## src/sv/lkv_pkg.sv

```systemverilog
package lkv_pkg;

    localparam int LKV_ENTRIES = 4;
    localparam int KEY_W       = 32;
    localparam int VAL_W       = 32;
    localparam int IN_DATA_W   = 64;
    localparam int OUT_DATA_W  = 40;

    localparam logic ACT_GET = 1'b0;
    localparam logic ACT_PUT = 1'b1;

    localparam logic [VAL_W-1:0] MISS_VALUE = '1;

    // request broadcast to every cell
    typedef struct packed {
        logic             en;
        logic             put;
        logic [KEY_W-1:0] key;
        logic [VAL_W-1:0] value;
    } t_req;

    // outcome of the key match and the row-full flag, broadcast back to every cell
    typedef struct packed {
        logic any_hit;
        logic full;
    } t_ctl;

    // what one cell reports about itself
    typedef struct packed {
        logic             hit;
        logic             valid;
        logic [VAL_W-1:0] value;
    } t_stat;

endpackage

```

## src/sv/lkv_cell.sv

```systemverilog
module lkv_cell #(
    parameter int ENTRIES = lkv_pkg::LKV_ENTRIES,
    parameter int RANK_W  = 2
) (
    input  logic              i_clk,
    input  logic              i_rst_n,
    input  lkv_pkg::t_req     i_req,
    input  lkv_pkg::t_ctl     i_ctl,
    input  logic [RANK_W-1:0] i_old_rank,
    input  logic              i_prev_valid,
    output lkv_pkg::t_stat    o_stat,
    output logic [RANK_W-1:0] o_rank
);
    import lkv_pkg::*;

    localparam logic [RANK_W-1:0] LAST_RANK = RANK_W'(ENTRIES - 1);

    logic              r_valid;
    logic [RANK_W-1:0] r_rank;
    logic [KEY_W-1:0]  r_key;
    logic [VAL_W-1:0]  r_value;

    logic              n_valid;
    logic [RANK_W-1:0] n_rank;
    logic [KEY_W-1:0]  n_key;
    logic [VAL_W-1:0]  n_value;

    logic hit;
    logic free_here;
    logic victim_here;
    logic target;
    logic touch;
    logic was_valid;

    assign hit         = r_valid && (r_key == i_req.key);
    // slots fill from the bottom, so the first free one follows a valid neighbour
    assign free_here   = !r_valid && i_prev_valid;
    assign victim_here = r_valid && (r_rank == LAST_RANK);
    assign touch       = i_ctl.any_hit || i_req.put;
    assign was_valid   = i_ctl.any_hit || i_ctl.full;

    always_comb begin
        if (i_ctl.any_hit) begin
            target = hit;
        end else begin
            target = i_req.put && (i_ctl.full ? victim_here : free_here);
        end
    end

    always_comb begin
        n_valid = r_valid;
        n_rank  = r_rank;
        n_key   = r_key;
        n_value = r_value;
        if (i_req.en && touch) begin
            if (target) begin
                n_valid = 1'b1;
                n_rank  = '0;
                n_key   = i_req.key;
                if (i_req.put) begin
                    n_value = i_req.value;
                end
            end else if (r_valid && (!was_valid || (r_rank < i_old_rank))) begin
                // age by one behind the slot just used
                n_rank = r_rank + RANK_W'(1);
            end
        end
    end

    always_ff @(posedge i_clk) begin
        if (!i_rst_n) begin
            r_valid <= 1'b0;
            r_rank  <= '0;
        end else begin
            r_valid <= n_valid;
            r_rank  <= n_rank;
        end
        r_key   <= n_key;
        r_value <= n_value;
    end

    assign o_stat.hit   = hit;
    assign o_stat.valid = r_valid;
    assign o_stat.value = r_value;
    assign o_rank       = r_rank;

endmodule

```

## src/sv/lru_key_value_cache.sv

```systemverilog
// Fully associative key-value cache with least-recently-used replacement.
// Request channel (s_axis): tuser carries the action (get or put), tdata the
// key and the value. Result channel (m_axis): tdata carries the hit flag, the
// value read and the eviction flag.
// Every request is compared against all slots at once; the row of cells holds
// key, value, valid bit and recency rank, and each cell learns from its lower
// neighbour whether it is the next free slot.
// The result is registered and appears in the cycle after the request is accepted.
// Throughput: one request per cycle while m_axis is not stalled, set by the
// match and rank update across the cell row; the next request sees the
// updated state. Reset (synchronous, active low) marks every slot empty and
// drops any pending result. While the receiver holds m_axis_tready low, the
// result is held in the output register and s_axis_tready stays low, so no
// request is taken until the result has been delivered.
module lru_key_value_cache #(
    parameter int ENTRIES = lkv_pkg::LKV_ENTRIES
) (
    input  logic                           i_clk,
    input  logic                           i_rst_n,
    input  logic                           s_axis_tvalid,
    output logic                           s_axis_tready,
    // [31:0] key, [63:32] value
    input  logic [lkv_pkg::IN_DATA_W-1:0]  s_axis_tdata,
    // [0] action
    input  logic                           s_axis_tuser,
    output logic                           m_axis_tvalid,
    input  logic                           m_axis_tready,
    // [0] hit, [32:1] read_value, [33] evicted, [39:34] zero
    output logic [lkv_pkg::OUT_DATA_W-1:0] m_axis_tdata
);
    import lkv_pkg::*;

    localparam int RANK_W = (ENTRIES > 1) ? $clog2(ENTRIES) : 1;

    t_req              req;
    t_ctl              ctl;
    t_stat             stat [ENTRIES];
    logic [RANK_W-1:0] rank [ENTRIES];
    logic [RANK_W-1:0] old_rank;
    logic [VAL_W-1:0]  hit_value;
    logic              any_hit;

    logic              r_out_valid;
    logic              r_hit;
    logic [VAL_W-1:0]  r_read_value;
    logic              r_evicted;

    assign s_axis_tready = !r_out_valid || m_axis_tready;

    assign req.en    = s_axis_tvalid && s_axis_tready;
    assign req.put   = (s_axis_tuser == ACT_PUT);
    assign req.key   = s_axis_tdata[KEY_W-1:0];
    assign req.value = s_axis_tdata[KEY_W+VAL_W-1:KEY_W];

    // keys are unique, so at most one cell hits: plain OR merges
    always_comb begin
        any_hit   = 1'b0;
        old_rank  = '0;
        hit_value = '0;
        for (int i = 0; i < ENTRIES; i++) begin
            any_hit   = any_hit | stat[i].hit;
            old_rank  = old_rank | (rank[i] & {RANK_W{stat[i].hit}});
            hit_value = hit_value | (stat[i].value & {VAL_W{stat[i].hit}});
        end
        // on a miss the slot replaced in a full row is the oldest one
        if (!any_hit) begin
            old_rank = RANK_W'(ENTRIES - 1);
        end
    end

    assign ctl.any_hit = any_hit;
    assign ctl.full    = stat[ENTRIES-1].valid;

    for (genvar g = 0; g < ENTRIES; g++) begin : g_cell
        logic prev_valid;
        if (g == 0) begin : g_first
            assign prev_valid = 1'b1;
        end else begin : g_next
            assign prev_valid = stat[g-1].valid;
        end
        lkv_cell #(
            .ENTRIES (ENTRIES),
            .RANK_W  (RANK_W)
        ) u_cell (
            .i_clk        (i_clk),
            .i_rst_n      (i_rst_n),
            .i_req        (req),
            .i_ctl        (ctl),
            .i_old_rank   (old_rank),
            .i_prev_valid (prev_valid),
            .o_stat       (stat[g]),
            .o_rank       (rank[g])
        );
    end

    always_ff @(posedge i_clk) begin
        if (!i_rst_n) begin
            r_out_valid <= 1'b0;
        end else if (req.en) begin
            r_out_valid <= 1'b1;
        end else if (m_axis_tready) begin
            r_out_valid <= 1'b0;
        end
        if (req.en) begin
            r_hit        <= any_hit;
            r_read_value <= (any_hit && !req.put) ? hit_value : MISS_VALUE;
            r_evicted    <= req.put && !any_hit && ctl.full;
        end
    end

    assign m_axis_tvalid = r_out_valid;
    assign m_axis_tdata  = {{(OUT_DATA_W - VAL_W - 2){1'b0}}, r_evicted, r_read_value, r_hit};

endmodule
```

## config.mk

```make
export PLATFORM = sky130hd
export DESIGN_NAME = lru_key_value_cache
export DESIGN_NICKNAME = d
export VERILOG_FILES = /design/src/sv/lkv_pkg.sv /design/src/sv/lkv_cell.sv /design/src/sv/lru_key_value_cache.sv
export SDC_FILE = /design/constraint.sdc
export NUM_CORES = 1
export LEC_CHECK = 0
export BUFFER_PORTS_ARGS = -buffer_cell sky130_fd_sc_hd__buf_2
export CORE_MARGIN = 2
export CORE_UTILIZATION = 51
export CTS_CLUSTER_DIAMETER = 200
export CTS_CLUSTER_SIZE = 16
export DETAILED_ROUTE_END_ITERATION = 10
export GPL_TIMING_DRIVEN = 0
export PLACE_DENSITY_LB_ADDON = 0.3
export SYNTH_ARGS = -nofsm -noshare
export SYNTH_HDL_FRONTEND = slang
export SYNTH_SLANG_ARGS = --single-unit
```

## constraint.sdc

```tcl
create_clock -name i_clk -period 3.46 [get_ports i_clk]
set_input_delay 0.173 -clock i_clk [delete_from_list [all_inputs] [get_ports i_clk]]
set_output_delay 0.173 -clock i_clk [all_outputs]
set_load 0.02 [all_outputs]
```

Yosys cells after proc, flatten, opt, wreduce, memory -nomap -nowiden
Cells that the tools add are included.
{"block": "totals", "ff_bits": 303, "out_inout_bits": 42, "word_cells": 128}
{"block": "op_classes", "n_addsub": 4, "n_lt_le_gt_ge": 4, "eq_ne": 8, "n_mux": 19, "n_bitwise": 17, "reduce_logical": 56}
{"op": "$and A32 B32 Y32", "n": 4}
{"op": "$eq A32 B32 Y1", "n": 4}
{"op": "$or A32 B32 Y32", "n": 3}
{"op": "$logic_and A1 B1 Y1", "n": 24}
{"op": "$mux W2", "n": 9}
{"op": "$reduce_and A2 Y1", "n": 8}
{"op": "$reduce_and A3 Y1", "n": 4}
{"op": "$mux W1", "n": 10}
{"op": "$reduce_bool A2 Y1", "n": 5}
{"op": "$add A2 B1 Y2 const B", "n": 4}
{"op": "$and A2 B2 Y2", "n": 4}
{"op": "$eq A2 B2 Y1 const B", "n": 4}
{"op": "$logic_not A1 Y1", "n": 8}
{"op": "$lt A2 B2 Y1", "n": 4}
{"op": "$logic_or A1 B1 Y1", "n": 7}
{"op": "$or A2 B2 Y2", "n": 3}
{"op": "$or A1 B1 Y1", "n": 3}

Longest topological paths before layout
Gate-level depths: netlist of run 1.
{"block": "logic_depth", "ltp_word": 12, "mapped_depth": 15, "depth_no_buf": 13}

Hierarchy
A second synthesis of run 1 with hierarchy kept.
{"block": "unflattened", "cells_unflattened": 749, "area_unflattened_um2": 12274.3}
{"module": "lkv_cell", "instances": 4, "cells_per_inst": 143, "area_each_um2": 2548.7}
{"module": "lru_key_value_cache", "instances": 1, "cells_per_inst": 177, "area_each_um2": 2079.5}

Worst setup path after synthesis of run 1
OpenSTA, ideal clock, no wires.
{"block": "synth_timing", "kind": "register -> register", "from": "reg r_out_valid, in the netlist m_axis_tvalid", "to": "reg g_cell[0].u_cell.r_rank[0]", "setup_ns": 0.199, "arrival_time_ns": 3.467, "setup_slack_ns": -0.206, "stages_incl_launch_ff": 7, "period_less_slack_ns": 3.666, "cell_sequence": "dfxtp_1 nand2b_1 nand2_1 inv_1 o21ai_2 nor2_1 o32ai_1"}
{"item": "from (decl)", "line_no": "lru_key_value_cache.sv:43", "text": "logic r_out_valid;"}
{"item": "from (signal assigned)", "line_no": "lru_key_value_cache.sv:98", "text": "r_out_valid <= 1'b0;"}
{"item": "from (signal assigned)", "line_no": "lru_key_value_cache.sv:100", "text": "r_out_valid <= 1'b1;"}
{"item": "from (signal assigned)", "line_no": "lru_key_value_cache.sv:102", "text": "r_out_valid <= 1'b0;"}
{"item": "to (signal assigned)", "line_no": "lkv_cell.sv:76", "text": "r_rank <= n_rank;"}
{"item": "to (decl)", "line_no": "lkv_cell.sv:19", "text": "logic [RANK_W-1:0] r_rank;"}

Final worst setup path of run 1
{"block": "layout_timing", "from": "in s_axis_tdata[5] (netlist bit)", "to": "reg g_cell[0].u_cell.r_rank[1]"}
{"block": "layout_between", "elab_chain_len": 12, "elab_cells_between_ends": 30}
{"item": "from (decl)", "line_no": "lru_key_value_cache.sv:23", "text": "input logic [lkv_pkg::IN_DATA_W-1:0] s_axis_tdata,"}
{"item": "$eq A32 B32 Y1", "line_no": "lkv_cell.sv:35", "text": "assign hit = r_valid && (r_key == i_req.key);"}
{"item": "$logic_and A1 B1 Y1", "line_no": "lkv_cell.sv:35"}
{"item": "$and A2 B2 Y2", "line_no": "lru_key_value_cache.sv:62", "text": "old_rank = old_rank | (rank[i] & {RANK_W{stat[i].hit}});"}
{"item": "$or A2 B2 Y2 (3 in a row)", "line_no": "lru_key_value_cache.sv:62"}
{"item": "$mux W2", "line_no": "lru_key_value_cache.sv:66", "text": "if (!any_hit) begin"}
{"item": "$lt A2 B2 Y1", "line_no": "lkv_cell.sv:63", "text": "end else if (r_valid && (!was_valid || (r_rank < i_old_rank))) begin"}
{"item": "$logic_or A1 B1 Y1", "line_no": "lkv_cell.sv:63"}
{"item": "$logic_and A1 B1 Y1", "line_no": "lkv_cell.sv:63"}
{"item": "$reduce_bool A2 Y1 (no line)"}
{"item": "$reduce_and A2 Y1 (no line)"}
Parallel ways exist; a longest one is shown, timed or not.
A chain may end at the register's enable or synchronous reset.

==> impl_metrics.toml, run 1 <==
[timing]
relSlewSlack = 0.358
final-max-slew-violation-count = 0
period_share = 1.02
rsz0062_at_grt = "true"
timing.final.ws_setup_ps = -67.7
fmax_mhz = 283
worst_pin_slew_ps = 961
finClkSkew_ps = 8.68
finalHoldViolations = 1
finalSetupViolCount = 4
period_needed_ps = 3530
worst_hold_slack_ps = -2.50
setup_tns_ps = -108

[power]
power.density_mw_per_mm2 = 463
vdd_drop_max_mv = 0.435
seqPwrFrac = 0.594
p_int_uw = 5450
combinationalPowerShare = 0.053
power.switching_uw = 1370
swShare = 0.201
clockPowerShare = 0.352
p_leak_uw = 0.00467

[grt]
grt_usage = 0.206
first_global_vias = 6943
antenna_found_initial = 1
grt_overflow = 0
grt_pass1_wl_mm = 38.6
grt_max_degree = 38

[cts]
path_clk_slew_ps = 70
clock_sinks = 303
cts_buffer_depth = 3
cts_root_buf = "clkbuf_16"
cts_made_buffers = 22
clock_latency_ps = 520
cts_tree = "yes"
htreeDepth = 1

[logic_synthesis]
netlist_instances = 736
synthAdderAreaFrac = 0.00833
synth_mux_area_frac = 0.00250
ys_top_cells_by_count = "290 x edfxtp_1, 109 x xnor2_1, 64 x a22oi_1"
synthSimpleGateAreaFrac = 0.0642
synth_edf_count = 290
synthArstFlopShare = 0
synth_top_family_by_area = "XOR/XNOR gates"
synth_top_area_share = 0.725
synth-compound-area-share = 0.0613
syn_avg_cell_area_um2 = 16.3
synth_top_area_cell = "edfxtp_1"
ys_ff_latch = 303
yosys_warnings = 0
synthTopCellsByArea = "edfxtp_1 72%, xnor2_1 7.9%, a22oi_1 4.0%, dfxtp_1 2.2%, nand4_1 1.6%"
synth_xor_area_frac = 0.0933
yosys.cell_types.count = 42
synth_area_mm2 = 0.0120
yosys.cell_count.top_type = "edfxtp_1"
seq_area_frac_synth = 0.746
synthFlopType = "edfxtp_1"

[detailed_routing]
post-route-drc-count = 0
dr.pass1.iters = 5
drtIter0Drc = 752
wl_per_cell_um = 20.2
drtAntennaViolNets = 0
vias = 7050
routed_wl_mm = 26.0
avgViaCountPerCell = 5.48

[cells_and_area]
drive_above_1_share = 0.232
syn_to_final_growth_pct = 22.7
fin_nets = 1028

[place]
io_buffers = 104
hpwl_mm = 16.1
dp_slack_ps = -838
gp_congestion = 0.851

[run]
drv_cap = 0

[critical_path]
critPathKind = "in -> reg"
cp_max_fo = 10
critical_path_required_ps = 3890
crit_path_end_kind = "flop"
critical_path_arrival_ps = 3950
critPathLaunchType = "input port"

[die]
core_mm2 = 0.0233
io_pins = 111
rows = 56
start_util = 0.515
die-area_mm2 = 0.0248
die_x_um = 158
dieHeight_um = 158

[min_path]
min_path_type = "in -> reg"

[run_status]
violations = "negative hold slack, negative setup slack"
status = "complete, but fails checks"
[registers in the layout, indices dropped and copies added, names as in the netlist]
signal	flops
g_cell.u_cell.o_rank	8
g_cell.u_cell.r_key	128
r_evicted	1
g_cell.u_cell.r_value	128
g_cell.u_cell.r_valid	4
r_hit	1
m_axis_tvalid	1
r_read_value	32
[final cells by class]
cell class	instances	area, um2
Timing Repair Buffer	188	1430
Fill cell	1701	8590
Sequential cell	303	8970
Antenna cell	1	2.50
Multi-Input combinational cell	381	3010
Tap cell	319	399
Clock buffer	40	639
Inverter	9	37.5
Buffer	46	259
[placed cells by master (no fill, tap or decap), drive strengths merged, types with 8 or more instances in the layout]
cell type and instances:
a22oi 64, buf 161, clkbuf 56, dfxtp 13
dlygate4sd3 57, edfxtp 290, ha 8, inv 8
nand2 14, nand3 38, nand4 31, nor2 24
nor3 8, nor4 9, xnor2 109, xor2 19
[worst max-delay path: stages]
cell and delay (ps):
dlygate4sd3_1 530, buf_2 180, xnor2_1 190, nand4_1 160, nor4_4 390, and4_4 280, buf_6 150, nor4_4 80
a221o_1 330, a221oi_4 300, ha_1 300, nor2_2 120, a21oi_2 50, a2111oi_4 380, nand2_1 170, o32ai_2 170
[through the flow]
stage / power [uW] / instance area (um2) / utilization / std cells
4_1_cts: 6870 / 14500 / 0.622 / 1270
3_3_place_gp: 4420 / 13000 / 0.555 / 1164
2_1_floorplan: 4290 / 12000 / - / 741
3_5_place_dp: 4440 / 13200 / 0.565 / 1172
6_report: 6820 / 14700 / 0.632 / 1287
5_1_grt: 7040 / 14700 / 0.632 / 1287
[logic make-up (layout without fill, tap and decap cells)]
| logic type | after synthesis | count (layout) |
|---|---|---|
| DFF | 303 | 303 |
| and+or+nand+nor | 143 | 143 |
| xor gates and xnor gates | 128 | 128 |
| AOI/OAI and AO/OA | 93 | 93 |
| buffers and inverters | 57 | 283 |
| adders and majority gates | 8 | 8 |
| muxes | 3 | 3 |
| other | 1 | 7 |
[final timing paths]
kind / start / to / slack (ps) / cells past startpoint
worst max register to register: g_cell[3].u_cell.r_key[5] / g_cell[0].u_cell.o_rank[1] / -70 / 14
worst max-delay path: s_axis_tdata[5] / g_cell[0].u_cell.o_rank[1] / -70 / 16
worst min register to register: g_cell[1].u_cell.r_valid / g_cell[1].u_cell.r_valid / 490 / 1
worst min-delay path: s_axis_tdata[20] / g_cell[3].u_cell.r_key[20] / -3 / 1
[power groups by stage]
stage	Sequential [uW]	Combinational (uW)	Clock, uW
6_report	4060	363	2410
5_1_grt	4060	392	2590
4_1_cts	4060	359	2450
3_5_place_dp	4140	298	0
3_3_place_gp	4140	279	0
2_1_floorplan	4140	150	0
[metal layers]
metal	global-route usage	part of all wire	vias to the layer above
met5	0	0	-
li1	-	-	3244
met2	0.335	0.48	257
met4	0.0476	0.018	0
met1	0.296	0.44	3498
met3	0.0303	0.061	51
[what timing repair did]
action                                  in CTS  in global routing
gates resized for setup                     16                 19
hold buffers                                57                  0
endpoints found under the hold margin      219                  0
endpoints found under the setup margin      58                 25
pin swaps                                    7                 23
setup buffers                                2                 18
Note: power is estimated with default switching activity, not from simulation.
==> inputs of run 2 (changes only) <==
--- a/config.mk
+++ b/config.mk
@@ -5,6 +5,7 @@
 export SDC_FILE = /design/constraint.sdc
 export NUM_CORES = 1
 export LEC_CHECK = 0
+export ABC_AREA = 1
 export BUFFER_PORTS_ARGS = -buffer_cell sky130_fd_sc_hd__buf_2
 export CORE_MARGIN = 2
 export CORE_UTILIZATION = 51
@@ -13,6 +14,7 @@
 export DETAILED_ROUTE_END_ITERATION = 10
 export GPL_TIMING_DRIVEN = 0
 export PLACE_DENSITY_LB_ADDON = 0.3
+export SLEW_MARGIN = 10
 export SYNTH_ARGS = -nofsm -noshare
 export SYNTH_HDL_FRONTEND = slang
 export SYNTH_SLANG_ARGS = --single-unit
==> impl_metrics.toml, run 2 <==
[critical_path]
cp_max_fo = 7
crit_path_end_kind = "flop"
critPathKind = "reg -> reg"
critical_path_arrival_ps = 3700
critPathLaunchType = "flop"
ff2ff_path_depth = 15
critical_path_required_ps = 3880

[cts]
cts_root_buf = "clkbuf_16"
cts_made_buffers = 22
path_clk_slew_ps = 80
clock_sinks = 303
cts_tree = "yes"
htreeDepth = 1
cts_buffer_depth = 3
clock_latency_ps = 530

[timing]
relSlewSlack = 0.439
fmax_mhz = 305
setup_tns_ps = 0
finalSetupViolCount = 0
final-max-slew-violation-count = 0
finClkSkew_ps = 13.3
worst_hold_slack_ps = 11.1
period_share = 0.947
period_needed_ps = 3270
finalHoldViolations = 0
worst_pin_slew_ps = 840

[die]
die-area_mm2 = 0.0282
start_util = 0.523
dieHeight_um = 168
core_mm2 = 0.0262
io_pins = 111
die_x_um = 168
rows = 59

[cells_and_area]
top_regs = "g_cell.u_cell.r_key: 128 flops, g_cell.u_cell.r_value: 128 flops, r_read_value: 32 flops"
final_common_cell = "nand2_1"
n_antenna_cell = 0
final_cell_mix = "412 x nand2_1, 290 x edfxtp_1, 170 x inv_1"
fin_nets = 1606
instances_no_fill = 1870
drive_above_1_share = 0.146
syn_to_final_growth_pct = 17.6
fin_area_mm2 = 0.0161

[grt]
first_global_vias = 9492
grt_overflow = 0
grt_max_degree = 33
antenna_found_initial = 1
grt_usage = 0.264
grt_pass1_wl_mm = 55.8

[logic_synthesis]
synthTopCellsByArea = "edfxtp_1 64%, nand2_1 11%, inv_1 4.8%, nor2_1 2.8%, a221oi_1 2.0%"
synth_area_mm2 = 0.0137
synthFlopType = "edfxtp_1"
netlist_instances = 1324
ys_top_cells_by_count = "412 x nand2_1, 290 x edfxtp_1, 175 x inv_1"
yosys.cell_count.top_type = "nand2_1"
syn_avg_cell_area_um2 = 10.3
seq_area_frac_synth = 0.655
yosys.cell_types.count = 44
synth_edf_count = 290
synth_top_area_share = 0.636
yosys_warnings = 0
synth_top_area_cell = "edfxtp_1"
synthArstFlopShare = 0
ys_ff_latch = 303

[detailed_routing]
vias = 9975
routed_wl_mm = 37.1
avgViaCountPerCell = 5.33
post-route-drc-count = 0
drtIter0Drc = 1022
drtAntennaViolNets = 0
wl_per_cell_um = 19.8
dr.pass1.iters = 8

[place]
hpwl_mm = 26.8
gp_congestion = 0.960
io_buffers = 104
placed_area_mm2 = 0.0148
dpl.cell_count = 1775

[min_path]
min_path_type = "in -> reg"
whs_path_depth = 1

[power]
power.density_mw_per_mm2 = 428
swShare = 0.220
p_int_uw = 5380
combinationalPowerShare = 0.068
vdd_drop_max_mv = 0.499
power.total_uw = 6890
power.switching_uw = 1520
clockPowerShare = 0.343
p_leak_uw = 0.00641
seqPwrFrac = 0.589

[run_status]
status = "finished, final reports clean"

[run]
drv_cap = 0
[run 2: cell count changes in the layout (fill, tap and decap cells not counted), moves of 18 or more]
cell,previous run,this run
inv_1,7,170
o21ai_0,2,39
nand2_1,14,412
a221oi_1,0,32
a22oi_1,64,1
inv_2,1,28
xnor2_1,100,21
buf_4,28,10
nor2_1,14,101
[run 2: cell families (layout without fill, tap and decap cells)]
kind of cell	after synthesis	count (layout)	synth area share
XOR/XNOR	26	26	0.0166
AO/OA/AOI/OAI	101	101	0.0480
adder cells (fa/ha/maj)	8	8	0.00731
buffers and inverters	231	437	0.0669
other	1	6	0.000274
flip-flops	303	303	0.655
AND/OR/NAND/NOR	654	654	0.206
[run 2: critical path: stages, from the launching register on]
cell       delay (ps)
edfxtp_1          380
xnor2_1           470
nand3_1           120
or2_1             270
nor4_1            170
nand3_1           260
inv_2             230
nor2_4            100
a2111oi_4         400
ha_1              310
nand2_1            60
nand2_1            60
nand2_2            70
nand2_1            70
a21oi_1           130
nor2_1             60
[run 2: cell type report]
| type | instances | area (um2) |
|---|---|---|
| Multi-Input combinational cell | 795 | 3900 |
| Buffer | 29 | 153 |
| Clock buffer | 29 | 577 |
| Tap cell | 335 | 419 |
| Timing Repair Buffer | 176 | 1320 |
| Sequential cell | 303 | 8970 |
| Inverter | 202 | 766 |
| Fill cell | 2170 | 10100 |
| Clock inverter | 1 | 16.3 |
[run 2: layer usage]
metal,global-route usage,vias to the layer above,part of all wire
li1,-,4818,-
met1,0.386,4683,0.44
met2,0.416,427,0.45
met3,0.0529,45,0.088
met4,0.0503,2,0.020
met5,0,-,0.00032
[run 2: repair_timing]
item                                    CTS  global route
endpoints found under the setup margin    1            40
gates cloned                              0             0
hold buffers                             62             1
endpoints found under the hold margin   236             2
buffers inserted                          0             2
resized for setup                         1             4
[run 2: stage by stage]
stage	worst slack [ps]	util
2_1_floorplan	222	-
4_1_cts	13.2	0.613
3_3_place_gp	-1590	0.559
3_5_place_dp	-75.4	0.567
5_1_grt	-6.23	0.615
6_report	185	0.615
[run 2: power groups by stage]
stage          Clock [uW]  Combinational [uW]  Sequential, uW
6_report             2360                 472            4060
5_1_grt              2510                 514            4060
4_1_cts              2400                 464            4060
3_5_place_dp            0                 406            4140
3_3_place_gp            0                 390            4140
2_1_floorplan           0                 202            4140
[run 2: worst paths after layout]
kind	slack, ps	to	start
max	190	g_cell[0].u_cell.o_rank[0]	g_cell[3].u_cell.r_key[24]
min	10	g_cell[1].u_cell.r_key[9]	s_axis_tdata[9]
max reg2reg	190	g_cell[0].u_cell.o_rank[0]	g_cell[3].u_cell.r_key[24]
min reg2reg	530	g_cell[1].u_cell.o_rank[1]	g_cell[1].u_cell.o_rank[1]
